$ cat src/design/ffla_pkg.sv
package ffla_pkg;

    localparam int NUM_FRAMES = 4096;
    localparam int FRAME_W    = 12;
    localparam int HI_W       = FRAME_W + 1;
    localparam int COUNT_W    = 10;
    localparam int FUNC_W     = 2;
    localparam int STATUS_W   = 2;
    localparam int CFG_IDX_W  = 1;
    localparam int CFG_DATA_W = 13;

    // operation codes
    localparam logic [FUNC_W-1:0] FUNC_ALLOC = 2'd0;
    localparam logic [FUNC_W-1:0] FUNC_FREE  = 2'd1;
    localparam logic [FUNC_W-1:0] FUNC_INIT  = 2'd2;

    // result status codes
    localparam logic [STATUS_W-1:0] STATUS_OK        = 2'd0;
    localparam logic [STATUS_W-1:0] STATUS_NO_FRAME  = 2'd1;
    localparam logic [STATUS_W-1:0] STATUS_BAD_COUNT = 2'd2;
    localparam logic [STATUS_W-1:0] STATUS_IGNORED   = 2'd3;

    // configuration register indexes
    localparam logic [CFG_IDX_W-1:0] CFG_FIRST_USABLE = 1'b0;
    localparam logic [CFG_IDX_W-1:0] CFG_TABLE_FIRST  = 1'b1;

    typedef enum logic [2:0] {
        S_IDLE,
        S_WALK,
        S_ALLOC_RD,
        S_ALLOC_WR,
        S_FREE_RD,
        S_FREE_CHK,
        S_FREE_LINK,
        S_RESP
    } state_t;

    typedef struct packed {
        logic [FRAME_W-1:0] first_usable;
        logic [HI_W-1:0]    table_first;
    } cfg_t;

    typedef struct packed {
        logic               we;
        logic [FRAME_W-1:0] addr;
        logic [FRAME_W-1:0] data;
    } link_wr_t;

    typedef struct packed {
        link_wr_t           nxt;
        link_wr_t           prv;
        logic               used_we;
        logic [FRAME_W-1:0] used_addr;
        logic               used_data;
    } mem_wr_t;

    typedef struct packed {
        logic [FRAME_W-1:0] link_addr;
        logic [FRAME_W-1:0] used_addr;
    } mem_rd_t;

endpackage

$ cat src/design/ffla_ctrl.sv
module ffla_ctrl
    import ffla_pkg::*;
(
    input  logic                  aclk,
    input  logic                  aresetn,
    input  cfg_t                  cfg,
    input  logic                  s_tvalid,
    output logic                  s_tready,
    input  logic [FUNC_W-1:0]     s_func,
    input  logic [COUNT_W-1:0]    s_page_count,
    input  logic [FRAME_W-1:0]    s_frame_index,
    output logic                  m_tvalid,
    input  logic                  m_tready,
    output logic [FRAME_W-1:0]    m_granted_frame,
    output logic [STATUS_W-1:0]   m_status,
    output mem_rd_t               mem_rd,
    output mem_wr_t               mem_wr,
    input  logic [FRAME_W-1:0]    next_rd_data,
    input  logic [FRAME_W-1:0]    prev_rd_data,
    input  logic                  used_rd_data
);

    state_t state_reg, state_next;

    logic               clr_reg, clr_next;
    logic [FRAME_W-1:0] walk_reg, walk_next;
    logic [FRAME_W-1:0] head_reg, head_next;
    logic               empty_reg, empty_next;
    logic               m_valid_reg, m_valid_next;

    logic [FRAME_W-1:0]  idx_reg, idx_next;
    logic [FRAME_W-1:0]  res_frame_reg, res_frame_next;
    logic [STATUS_W-1:0] res_status_reg, res_status_next;
    logic [FRAME_W-1:0]  m_frame_reg, m_frame_next;
    logic [STATUS_W-1:0] m_status_reg, m_status_next;

    logic               out_free;
    logic               walk_last;
    logic [HI_W-1:0]    walk_ext, lo_ext, hi_ext, succ_ext, hi_m1;
    logic               range_ok, in_range;
    logic [FRAME_W-1:0] walk_nxt_val, walk_prv_val;
    logic               alloc_reject, free_reject;

    assign out_free  = !m_valid_reg || m_tready;
    assign walk_last = (walk_reg == FRAME_W'(NUM_FRAMES - 1));

    // init range bounds
    assign walk_ext = {1'b0, walk_reg};
    assign lo_ext   = {1'b0, cfg.first_usable};
    assign hi_ext   = (cfg.table_first > HI_W'(NUM_FRAMES)) ? HI_W'(NUM_FRAMES)
                                                            : cfg.table_first;
    assign succ_ext = walk_ext + HI_W'(1);
    assign hi_m1    = hi_ext - HI_W'(1);
    assign range_ok = (lo_ext < hi_ext);
    assign in_range = !clr_reg && (walk_ext >= lo_ext) && (walk_ext < hi_ext);
    assign walk_nxt_val = (succ_ext < hi_ext) ? succ_ext[FRAME_W-1:0] : cfg.first_usable;
    assign walk_prv_val = (walk_ext > lo_ext) ? (walk_reg - FRAME_W'(1))
                                              : hi_m1[FRAME_W-1:0];

    assign alloc_reject = (s_page_count != COUNT_W'(1)) || empty_reg;
    assign free_reject  = (s_frame_index < cfg.first_usable);

    assign mem_rd.link_addr = head_reg;
    assign mem_rd.used_addr = idx_reg;

    assign m_tvalid        = m_valid_reg;
    assign m_granted_frame = m_frame_reg;
    assign m_status        = m_status_reg;

    // next state
    always_comb begin
        state_next = state_reg;
        case (state_reg)
            S_IDLE: begin
                if (s_tvalid) begin
                    case (s_func)
                        FUNC_ALLOC: state_next = alloc_reject ? S_RESP : S_ALLOC_RD;
                        FUNC_FREE:  state_next = free_reject ? S_RESP : S_FREE_RD;
                        FUNC_INIT:  state_next = S_WALK;
                        default:    state_next = S_RESP;
                    endcase
                end
            end
            S_WALK: begin
                if (walk_last) begin
                    state_next = clr_reg ? S_IDLE : S_RESP;
                end
            end
            S_ALLOC_RD: state_next = S_ALLOC_WR;
            S_ALLOC_WR: state_next = S_RESP;
            S_FREE_RD:  state_next = S_FREE_CHK;
            S_FREE_CHK: begin
                if (!used_rd_data || empty_reg) begin
                    state_next = S_RESP;
                end else begin
                    state_next = S_FREE_LINK;
                end
            end
            S_FREE_LINK: state_next = S_RESP;
            S_RESP: begin
                if (out_free) begin
                    state_next = S_IDLE;
                end
            end
            default: state_next = S_IDLE;
        endcase
    end

    // outputs and datapath
    always_comb begin
        s_tready        = (state_reg == S_IDLE);
        mem_wr          = '0;
        clr_next        = clr_reg;
        walk_next       = walk_reg;
        head_next       = head_reg;
        empty_next      = empty_reg;
        idx_next        = idx_reg;
        res_frame_next  = res_frame_reg;
        res_status_next = res_status_reg;
        m_valid_next    = m_valid_reg && !m_tready;
        m_frame_next    = m_frame_reg;
        m_status_next   = m_status_reg;

        case (state_reg)
            S_IDLE: begin
                if (s_tvalid) begin
                    idx_next        = s_frame_index;
                    res_frame_next  = '0;
                    res_status_next = STATUS_OK;
                    walk_next       = '0;
                    clr_next        = 1'b0;
                    case (s_func)
                        FUNC_ALLOC: begin
                            if (s_page_count != COUNT_W'(1)) begin
                                res_status_next = STATUS_BAD_COUNT;
                            end else if (empty_reg) begin
                                res_status_next = STATUS_NO_FRAME;
                            end
                        end
                        FUNC_FREE: begin
                            if (free_reject) begin
                                res_status_next = STATUS_IGNORED;
                            end
                        end
                        FUNC_INIT: res_status_next = STATUS_OK;
                        default:   res_status_next = STATUS_IGNORED;
                    endcase
                end
            end
            S_WALK: begin
                mem_wr.used_we   = 1'b1;
                mem_wr.used_addr = walk_reg;
                mem_wr.used_data = !in_range;
                mem_wr.nxt.we    = in_range;
                mem_wr.nxt.addr  = walk_reg;
                mem_wr.nxt.data  = walk_nxt_val;
                mem_wr.prv.we    = in_range;
                mem_wr.prv.addr  = walk_reg;
                mem_wr.prv.data  = walk_prv_val;
                walk_next        = walk_reg + FRAME_W'(1);
                if (walk_last) begin
                    if (range_ok && !clr_reg) begin
                        head_next  = cfg.first_usable;
                        empty_next = 1'b0;
                    end else begin
                        head_next  = '0;
                        empty_next = 1'b1;
                    end
                    clr_next = 1'b0;
                end
            end
            S_ALLOC_WR: begin
                // unlink head: prev[n] = p, next[p] = n
                mem_wr.prv.we    = 1'b1;
                mem_wr.prv.addr  = next_rd_data;
                mem_wr.prv.data  = prev_rd_data;
                mem_wr.nxt.we    = 1'b1;
                mem_wr.nxt.addr  = prev_rd_data;
                mem_wr.nxt.data  = next_rd_data;
                mem_wr.used_we   = 1'b1;
                mem_wr.used_addr = head_reg;
                mem_wr.used_data = 1'b1;
                if (next_rd_data == head_reg) begin
                    empty_next = 1'b1;
                end else begin
                    head_next = next_rd_data;
                end
                res_frame_next  = head_reg;
                res_status_next = STATUS_OK;
            end
            S_FREE_CHK: begin
                if (!used_rd_data) begin
                    res_status_next = STATUS_IGNORED;
                end else if (empty_reg) begin
                    mem_wr.prv.we    = 1'b1;
                    mem_wr.prv.addr  = idx_reg;
                    mem_wr.prv.data  = idx_reg;
                    mem_wr.nxt.we    = 1'b1;
                    mem_wr.nxt.addr  = idx_reg;
                    mem_wr.nxt.data  = idx_reg;
                    mem_wr.used_we   = 1'b1;
                    mem_wr.used_addr = idx_reg;
                    mem_wr.used_data = 1'b0;
                    head_next        = idx_reg;
                    empty_next       = 1'b0;
                end else begin
                    // first half of insert before head: prev[idx] = p, next[p] = idx
                    mem_wr.prv.we    = 1'b1;
                    mem_wr.prv.addr  = idx_reg;
                    mem_wr.prv.data  = prev_rd_data;
                    mem_wr.nxt.we    = 1'b1;
                    mem_wr.nxt.addr  = prev_rd_data;
                    mem_wr.nxt.data  = idx_reg;
                    mem_wr.used_we   = 1'b1;
                    mem_wr.used_addr = idx_reg;
                    mem_wr.used_data = 1'b0;
                end
            end
            S_FREE_LINK: begin
                mem_wr.prv.we   = 1'b1;
                mem_wr.prv.addr = head_reg;
                mem_wr.prv.data = idx_reg;
                mem_wr.nxt.we   = 1'b1;
                mem_wr.nxt.addr = idx_reg;
                mem_wr.nxt.data = head_reg;
                head_next       = idx_reg;
                empty_next      = 1'b0;
            end
            S_RESP: begin
                if (out_free) begin
                    m_valid_next  = 1'b1;
                    m_frame_next  = res_frame_reg;
                    m_status_next = res_status_reg;
                end
            end
            default: begin
            end
        endcase
    end

    always_ff @(posedge aclk) begin
        if (!aresetn) begin
            state_reg   <= S_WALK;
            clr_reg     <= 1'b1;
            walk_reg    <= '0;
            head_reg    <= '0;
            empty_reg   <= 1'b1;
            m_valid_reg <= 1'b0;
        end else begin
            state_reg   <= state_next;
            clr_reg     <= clr_next;
            walk_reg    <= walk_next;
            head_reg    <= head_next;
            empty_reg   <= empty_next;
            m_valid_reg <= m_valid_next;
        end
    end

    always_ff @(posedge aclk) begin
        idx_reg        <= idx_next;
        res_frame_reg  <= res_frame_next;
        res_status_reg <= res_status_next;
        m_frame_reg    <= m_frame_next;
        m_status_reg   <= m_status_next;
    end

endmodule

$ cat config.mk
export PLATFORM = sky130hd
export DESIGN_NAME = ffla_ctrl
export DESIGN_NICKNAME = d
export VERILOG_FILES = /design/src/design/ffla_pkg.sv /design/src/design/ffla_ctrl.sv
export SDC_FILE = /design/constraint.sdc
export NUM_CORES = 1
export LEC_CHECK = 0
export ABC_AREA = 0
export BUFFER_PORTS_ARGS = -buffer_cell sky130_fd_sc_hd__buf_2
export CELL_PAD_IN_SITES_DETAIL_PLACEMENT = 0
export CELL_PAD_IN_SITES_GLOBAL_PLACEMENT = 1
export CORE_ASPECT_RATIO = 1.4
export CORE_MARGIN = 1
export CORE_UTILIZATION = 35
export DETAILED_ROUTE_END_ITERATION = 8
export PLACE_DENSITY_LB_ADDON = 0.1
export SLEW_MARGIN = 40
export SYNTH_ARGS = -nofsm -noshare
export SYNTH_HDL_FRONTEND = slang
export SYNTH_SLANG_ARGS = --single-unit
$ cat constraint.sdc
create_clock -name aclk -period 8.65 [get_ports aclk]
set_clock_uncertainty 0.15 [all_clocks]
set_input_delay 0.4325 -clock aclk [delete_from_list [all_inputs] [get_ports aclk]]
set_output_delay 0.4325 -clock aclk [all_outputs]
set_load 0.01 [all_outputs]
==> impl_results.md, run 1 <==
* Status: finished, final reports clean
* Post-route minimum period at about 5.1 ns
* Synth area leaders: edfxtp_1, ha_1, dfxtp_1
* Max Root-Sink Buffers at 2
* IO buf count at about 180
* Ports at approximately 180
* Path depth of the worst reg2reg path at 9
* # resized after CTS at 0
* Initial core utilization at 36.0%
* Total negative slack at 0 ns
* Critical path launch point type: flop
* DR vias/cell at 6.00
* Later-pin clock latency in the skew report at 0.34 ns
* Worst reg2reg endpoint: head_reg[11]
* Fmax at 197 MHz
* Core region area at roughly 17000 µm²
* Sequential fraction of the synthesis area at 29.7%
* Worst-margin pin slew at between 0.7 and 0.8 ns
* First-pass GRT wire length at 36.6 mm
* Total die area at around 18000 µm²
* Syn_nets at 853
* Initial antenna violation count at 0
* Die Y at about 160 µm
* Post-synth cell types at 66
* Total CTS buffers at 9
* Antenna Cells at 0
* Final setup viols at 0
* Crit path cell chain: ha_1 > nand3_1 > nor3_1 > a21boi_1 > a2111oi_1 > a21oi_2 > mux2i_1 > ha_1 > nand2_1 > or3_1 > xnor2_1 > a21oi_1 > o21ai_1 > buf_2
* Final Max Tran Viols at 0
* Cell count after synthesis at 716
* Leakage power total at 0.00335 µW
* Yosys reg bits at 70
* Layout area overhead at 22.8%
* Slew HR at 48.2%
* Via count at 6455
* Horiz. Die Dim at around 110 µm
* Post-Place Setup Slack at slightly below 4 ns
* Final nets at between 1000 and 1500
* Pin count of the biggest net entering global routing at 41
* Final WL at 24.5 mm
* Post-synth EDFFs at 40
* CTS tree: yes
* Most frequent cells in the layout: buf_2, nand2_1, ha_1
* DR pass1 iterations at 7
* Filler Cell Count at 1732
* Placed inst area at 7090 µm²
* Clock transition at path regs at about 0.060 ns
* Clk sink count at 70
* Setup bufs post-CTS at 0
* Cell accounting for the most synthesized area: edfxtp_1
* Fin worst setup slack at 3.57 ns
* Remaining DRCs at 0
* Worst EP required at 8.07 ns
* Worst R2R Setup Slack at about 5.8 ns
* Cts hold-fix bufs at 0
* Critical path class: reg -> out
* Top_reg_cell synth: edfxtp_1
* Max Cap Viol at 0
* Slowest stage cell on the critical path: dfxtp_1
* Syn. warnings at 0
* Crit share post-route at 58.7%
* Largest stage delay on the critical path at 0.71 ns
* Arrival time at the worst endpoint at 4.50 ns
* Post-DRT Antenna Nets at 0
* Max FO, Critical Path at 13
* Average cell area after synthesis at roughly 8.5 µm²
* Wirelength per Cell at 22.8 µm
* H-tree levels at 3
* Worst VDD drop at 118 µV
* Layout Utilization at between 40% and 50%
* CP startpoint: walk_reg[9]
* CP dominant cell by count: ha_1
* Global placer's final weighted congestion at 0.886
* Clock Tree Root: clkbuf_16
* Tot Pwr at 937 µW
* Commonest non-fill, non-tap cell in the layout: buf_2
* HP Class: in -> reg
* Asr flop ratio synth at 0%
* Global-route usage over all layers at ~27%
* R2r startpoint: walk_reg[0]
* Fin area at 7440 µm²
* Post-synthesis cell area at 6060 µm²
* RSZ-0062 raised after global routing: false
* Power Dens Cells at 126 nW/µm²
* Ratio of cells with drive above 1 in the final layout at between 20 and 30%
* CP endpoint kind: output pin
* Top-area cell type share of the netlist area at about a fifth
* DRT iter0 DRCs at 478
* Critical path endpoint: mem_wr[22]
* Std cell rows at 56
* Vias in the first global route at approximately 6300
* Remaining Overflow, GRT at 0
* Fin. Hold Viols at 0
* Hpwl dp at 19.6 mm
==> layer usage <==
metal | vias to the layer above | part of all wire [%] | GRT usage [%]
li1 | 3012 | - | -
met1 | 3086 | 40 | 32.5
met2 | 301 | 49 | 48.0
met3 | 56 | 6.2 | 4.29
met4 | 0 | 4.2 | 12.8
met5 | - | 0 | 0
==> metrics by stage <==
step | instances | hold WS (ns)
5_1_grt | 1076 | 0.158
3_5_place_dp | 1059 | 0.255
4_1_cts | 1075 | 0.149
3_3_place_gp | 1059 | 0.250
6_report | 1076 | 0.158
2_1_floorplan | 716 | 0.250
==> how the worst min path moves through the flow <==
stage                                    end              start  cells after the start
after floorplan           m_granted_frame[0]   res_frame_reg[0]                      0
after global placement    m_granted_frame[7]   res_frame_reg[7]                      0
after detailed placement  m_granted_frame[6]   res_frame_reg[6]                      0
after CTS                         idx_reg[1]   s_frame_index[1]                      1
after global routing              idx_reg[8]   s_frame_index[8]                      1
final                            idx_reg[10]  s_frame_index[10]                      1
==> final cells by class <==
type	instances	area [µm²]	share of cell area, %
clock inverter	7	120	1.61
tap	203	254	3.41
multi-input combinational	580	4010	53.9
clock buffer	9	225	3.03
timing repair buffer	189	963	12.9
sequential	70	1800	24.2
inverter	18	67.6	0.908
==> synth_stat cells, types with 15 or more instances <==
| cell type | n |
|---|---|
| a21oi_1 | 27 |
| a22oi_1 | 28 |
| a31oi_1 | 15 |
| and3_1 | 19 |
| clkbuf_1 | 32 |
| dfxtp_1 | 30 |
| edfxtp_1 | 40 |
| ha_1 | 59 |
| inv_1 | 15 |
| mux2i_1 | 20 |
| nand2_1 | 88 |
| nand3_1 | 24 |
| nor2_1 | 33 |
| o21ai_0 | 35 |
| o21ai_1 | 27 |
| xor2_1 | 25 |
==> worst max-delay path: cells and delay by family, from the launching register on <==
kind / cells / cell delay (ns)
XOR/XNOR: 1 / 0.13
multiplexers: 1 / 0.33
AND/OR/NAND/NOR: 4 / 0.99
AO/OA/AOI/OAI: 5 / 1.28
flip-flops: 1 / 0.71
adder cells (fa/ha/maj): 2 / 0.55
buffers and inverters: 1 / 0.15
==> report_power, final <==
group	switching, µW	total [µW]	internal, µW	leakage (µW)
Combinational	91.8	155	62.9	0.00265
Clock	145	427	282	0.000166
Sequential	4.63	355	351	0.000535
Total	241	937	696	0.00335
==> cells by family (layout without fill, tap and decap cells) <==
| logic type | after synthesis | after routing | share of synthesized area, % |
|---|---|---|---|
| AO/OA/AOI/OAI | 209 | 209 | 23.2 |
| XOR/XNOR | 39 | 39 | 5.64 |
| adder cells (fa/ha/maj) | 59 | 59 | 12.2 |
| buffers and inverters | 66 | 223 | 4.50 |
| flip-flops | 70 | 70 | 29.7 |
| multiplexers | 21 | 21 | 3.49 |
| AND/OR/NAND/NOR | 252 | 252 | 21.3 |
Note: power is estimated with default switching activity, not from simulation.
==> run 2, diff against run 1 <==
ABC_AREA = 1   (was 0)
CORE_UTILIZATION = 33   (was 35)
clock period = 4.4 ns   (was 8.65 ns; I/O delays follow)
==> run 2 against run 1 <==
  * Synthesized cell count rose by 27%
  * Sequential power rose to 2.7 times the previous value
  * First-iteration DRC count fell by 14%
  * Hold slack got worse by 0.14 ns
  * Clock-buffer cell count did not move
==> impl_results.md, run 2 <==
* Status: finished, final reports clean
* Core region area at 18600 µm²
* CTS tree: yes
* Hpwl dp at 20.5 mm
* Total die area at 19500 µm²
* Total CTS buffers at 9
* Global placer's final weighted congestion at about 0.9
* First-pass GRT wire length at 37.1 mm
* Sequential fraction of the synthesis area at about 29%
* Crit share post-route at roughly 90%
* CP top delay family: simple AND/OR/NAND/NOR gates
* Slowest stage cell on the critical path: dfxtp_1
* Largest stage delay on the critical path at 0.44 ns
* Power Dens Cells at 490 nW/µm²
* Placed inst area at 7370 µm²
* Post-synth EDFFs at 40
* Asr flop ratio synth at 0%
* Clk sink count at 70
* Average cell area after synthesis at about 6.9 µm²
* RSZ-0062 raised after global routing: false
* Post-synth cell types at 51
* Clock transition at path regs at approximately 0.07 ns
* Post-synthesis cell area at 6250 µm²
* Worst-margin pin slew at 0.837 ns
* Top-area cell type share of the netlist area at 19.2%
* Via count at 6755
* Arrival time at the worst endpoint at 3.63 ns
* Commonest non-fill, non-tap cell in the layout: nand2_1
* Top_reg_cell synth: edfxtp_1
* Clock Tree Root: clkbuf_16
* Syn_nets at 1049
* Syn. warnings at 0
* Wirelength per Cell at 18.5 µm
* Final Max Tran Viols at 0
* Cell accounting for the most synthesized area: edfxtp_1
* Leakage power total at 0.00412 µW
* Max Cap Viol at 0
* Ratio of cells with drive above 1 in the final layout at 23.0%
* Die Y at 165 µm
* # resized after CTS at 0
* Worst VDD drop at 241 µV
* Total negative slack at 0 ns
* DR vias/cell at 5.02
* H-tree levels at 3
* HP Class: in -> reg
* Worst path bufs/invs at 4
* Cell count after synthesis at 912
* Worst EP required at around 4.0 ns
* Initial core utilization at 33.6%
* Max Root-Sink Buffers at 2
* Slew HR at 44.1%
* Fmax at about 250 MHz
* Post-DRT Antenna Nets at 0
* Max FO, Critical Path at 20
* CP dominant cell by count: nand2_1
* Synth top cells by count: nand2_1, nor2_1, inv_1
* CP endpoint kind: output pin
* Pin count of the biggest net entering global routing at 28
* Later-pin clock latency in the skew report at 0.35 ns
* Final setup viols at 0
* Remaining Overflow, GRT at 0
* Vias in the first global route at 6394
* Critical path launch point type: flop
* Crit path cell chain: ha_1 > nand4_2 > nor2_1 > nand2_1 > nor2_2 > inv_1 > nor2_1 > nand2_1 > xor2_1 > inv_1 > ha_1 > a21oi_1 > o21ai_0 > nor2_1 > nand2_1 > buf_4 > nand2_1 > nand2_1 > o21ai_1 > buf_2
* Fin area at 7870 µm²
* Remaining DRCs at 0
* Synth area leaders: edfxtp_1, nand2_1, ha_1
* Fin. Hold Viols at 0
* Initial antenna violation count at 1
* Most frequent cells in the layout: nand2_1, buf_2, nor2_1
* Ports at ~180
* Setup bufs post-CTS at 0
* Global-route usage over all layers at 25.6%
* Std cell rows at just under 60
* IO buf count at 181
* DRT iter0 DRCs at around 410
* Cts hold-fix bufs at 12
* Post-route minimum period at between 3 and 4 ns
* Layout area overhead at 25.7%
* Most frequent cell after synthesis: nand2_1
* Final nets at 1233
* DR pass1 iterations at 8
* Horiz. Die Dim at 118 µm
* Critical path class: reg -> out
* Yosys reg bits at 70
* Final WL at 24.9 mm
run 2: cell types whose count changed in the layout (fill, tap and decap cells not counted), moves of 20 or more:
| cell | before | now |
|---|---|---|
| mux2i_1 | 20 | 0 |
| nand3_1 | 24 | 50 |
| nand2_1 | 88 | 264 |
| a21oi_1 | 27 | 65 |
| nor2_1 | 30 | 99 |
| inv_1 | 15 | 96 |
run 2: per-stage QoR:
| stage | total power [µW] | cells | utilization [%] | hold WS, ns | worst slack [ns] |
|---|---|---|---|---|---|
| after floorplan | 2200 | 912 | - | 0.169 | 1.36 |
| after global placement | 2910 | 1317 | 39.6 | 0.251 | 0.809 |
| after detailed placement | 2920 | 1317 | 39.6 | 0.255 | 0.746 |
| after CTS | 3870 | 1345 | 42.3 | 0.0155 | 0.360 |
| after global routing | 4110 | 1346 | 42.3 | 0.0566 | 0.0151 |
| final | 3860 | 1346 | 42.3 | 0.0183 | 0.403 |
run 2: path summary, 6_finish.rpt:
kind / start / end / slack, ns / cells past startpoint
worst max-delay path: walk_reg[1] / mem_wr[39] / 0.40 / 20
worst min-delay path: m_tready / m_tvalid / 0.02 / 4
worst max register to register: state_reg[0] / head_reg[10] / 1.73 / 10
worst min register to register: res_frame_reg[11] / m_granted_frame[11] / 0.27 / 0
run 2: layout make-up:
| type | instances | area (µm²) |
|---|---|---|
| Fill cell | 2033 | 10700 |
| Clock buffer | 9 | 225 |
| Sequential cell | 70 | 1800 |
| Multi-Input combinational cell | 713 | 3930 |
| Timing Repair Buffer | 199 | 1070 |
| Tap cell | 244 | 305 |
| Inverter | 103 | 387 |
| Clock inverter | 7 | 145 |
| Antenna cell | 1 | 2.50 |
run 2: routing by layer:
layer / up-vias / global-route usage (%) / wire length [µm]
li1: 3398 / - / -
met4: 0 / 11.5 / 941
met2: 196 / 45.4 / 12600
met5: - / 0 / 0
met3: 49 / 3.73 / 942
met1: 3112 / 30.4 / 10400
run 2: logic make-up after synthesis:
| logic type | count (synthesis) | share of synthesized area, % |
|---|---|---|
| flops | 70 | 28.8 |
| buf+inv | 129 | 8.68 |
| compound gates | 152 | 13.9 |
| simple gates | 489 | 35.0 |
| fa+ha+maj | 59 | 11.8 |
| xor+xnor | 13 | 1.82 |
run 2: power breakdown:
group / total (µW) / switching, µW / internal [µW]
Sequential: 974 / 99.9 / 874
Combinational: 1940 / 1320 / 628
Clock: 938 / 324 / 615
Total: 3860 / 1740 / 2120
run 2: tightest hold or removal path, stage by stage:
cell and delay [ns]:
buf_2 0.07, nor2_1 0.05, inv_1 0.06, a21oi_1 0.06
==> run 3, diff against run 2 <==
ABC_AREA = not set   (was 1)
CORE_UTILIZATION = 35   (was 33)
==> run 3 against run 2 <==
  * Cell count shrank 18%
  * Routed wire length shrank 1.0%
  * Critical path depth shrank 6
  * Sequential share of layout area grew 0.67 points
  * Cell area shrank 2.6%
  * Core utilization grew 3.3 points
  * Via count shrank 3.7%
  * Setup slack lost 0.22 ns
  * Die area shrank 8.5%
  * Hold slack gained 0.085 ns
  * Global-route usage grew 1.9 points
  * Highest routed layer unchanged
==> impl_results.md, run 3 (synthesized netlist as in run 1, its figures left out) <==
* Wirelength per Cell at approximately 22 µm
* Crit share post-route at a little over nine tenths
* Critical path launch point type: flop
* Slew HR at 43.3%
* Fin cells at 1104
* Hpwl dp at between 15 and 20 mm
* HP Class: in -> reg
* Clock transition at path regs at around 0.060 ns
* Worst EP required at 4.03 ns
* Clock Tree Root: clkbuf_16
* DRT iter0 DRCs at 471
* CP top delay family: compound AO/OA/AOI/OAI gates
* Slowest stage cell on the critical path: dfxtp_2
* Crit path cell chain: ha_2 > and2_1 > and3_1 > and3_1 > xor2_1 > ha_1 > o21a_1 > o21ai_0 > a211oi_1 > a211o_1 > buf_4 > mux2i_1 > o211ai_1 > buf_2
* Post-route minimum period at around 4.2 ns
* Largest stage delay on the critical path at around 0.5 ns
* Vias in the first global route at 6240
* Max Root-Sink Buffers at 2
* Final WL at 24.6 mm
* Fin. Hold Viols at 0
* Power Dens Cells at 235 nW/µm²
* Post-Place Setup Slack at between 0.3 and 0.4 ns
* Max Cap Viol at 0
* Fmax at 237 MHz
* Horiz. Die Dim at 113 µm
* Arrival time at the worst endpoint at a little under 4 ns
* Pin count of the biggest net entering global routing at 41
* Total CTS buffers at 9
* Std cell rows at 56
* Initial core utilization at a little over a third
* Fin worst setup slack at around 0.18 ns
* Core region area at 16800 µm²
* CTS tree: yes
* Ratio of cells with drive above 1 in the final layout at 26.7%
* Total die area at 17900 µm²
* Global placer's final weighted congestion at 0.894
* Later-pin clock latency in the skew report at 0.34 ns
* Remaining Overflow, GRT at 0
* Placed inst area at ~7000 µm²
* Final Max Tran Viols at 0
* CP dominant cell by count: and3_1
* Worst VDD drop at roughly 180 µV
* Leakage power total at 0.00347 µW
* Global-route usage over all layers at 27.4%
* DR vias/cell at just under 6
* Most frequent cells in the layout: buf_2, nand2_1, ha_1
* Worst path bufs/invs at 2
* Final nets at 1033
* Die Y at 158 µm
* Setup bufs post-CTS at 0
* Filler Cell Count at 1731
* Initial antenna violation count at 0
* RSZ-0062 raised after global routing: false
* Max FO, Critical Path at 13
* Total negative slack at 0 ns
* IO buf count at 181
* H-tree levels at 3
* Fin area at 7660 µm²
* Ports at roughly 180
* Final setup viols at 0
* Worst-margin pin slew at 0.850 ns
* Critical path class: reg -> out
* Post-DRT Antenna Nets at 0
* DR pass1 iterations at 7
* Commonest non-fill, non-tap cell in the layout: buf_2
* First-pass GRT wire length at approximately 37 mm
* Clk sink count at 70
* Status: finished, final reports clean
* CP endpoint kind: output pin
* Antenna Cells at 0
* Remaining DRCs at 0
* Via count at around 6500
* Layout area overhead at 26.5%
* Placed cells at 1076
==> run 3: cell count changes in the layout (fill, tap and decap cells not counted), moves of 19 or more <==
| cell | change |
|---|---|
| a21oi_1 | -38 |
| nand3_1 | -26 |
| nor2_1 | -69 |
| inv_1 | -81 |
| nand2_1 | -176 |
| xor2_1 | +19 |
| mux2i_1 | +20 |
==> run 3: final timing paths <==
check | from | endpoint | slack, ns | cells after the start
setup / recovery | walk_reg[0] | mem_wr[43] | 0.18 | 14
hold / removal | cfg[17] | head_reg[4] | 0.10 | 3
setup reg to reg | state_reg[2] | walk_reg[6] | 1.66 | 6
hold reg to reg | res_frame_reg[10] | m_granted_frame[10] | 0.27 | 0
==> run 3: report_power, final <==
part | internal, µW | leakage, µW | switching [µW]
logic | 133 | 0.00278 | 180
registers | 689 | 0.000537 | 9.43
clock network | 499 | 0.000150 | 292
total | 1320 | 0.00347 | 481
==> run 3: metal layers <==
layer	track usage (%)	share of wire, %
met2	50.4	52
met5	0	0
met4	9.46	2.7
met1	32.6	41
met3	3.48	4.6
==> run 3: repair_timing <==
action,CTS,global route
endpoints found under the setup margin,3,5
hold buffers,12,0
hold endpoints to repair,12,0
gates resized for setup,2,5
==> run 3: metrics by stage <==
step	power [µW]	hold slack, ns	util (%)
6_report	1800	0.103	45.6
5_1_grt	1870	0.0941	45.6
4_1_cts	1800	0.0896	45.5
3_5_place_dp	1010	0.255	42.8
3_3_place_gp	1010	0.252	42.8
2_1_floorplan	876	0.169	-
==> run 3: worst register-to-register path, cell delays in order, from the launching register on <==
cell and delay (ns):
dfxtp_1 0.47, nor3_1 0.57, nand2_1 0.58, nand2_1 0.45, o21ai_0 0.15, a22oi_1 0.20, nor2b_1 0.06
==> run 3: layout make-up <==
| type | count | area, µm² | share of cell area, % |
|---|---|---|---|
| clock buffers | 11 | 233 | 3.04 |
| clock inverters | 5 | 85.1 | 1.11 |
| inverters | 18 | 67.6 | 0.882 |
| multi-input cells | 580 | 4010 | 52.3 |
| flip-flops and latches | 70 | 1810 | 23.6 |
| well taps | 203 | 254 | 3.31 |
| repair buffers | 217 | 1210 | 15.7 |
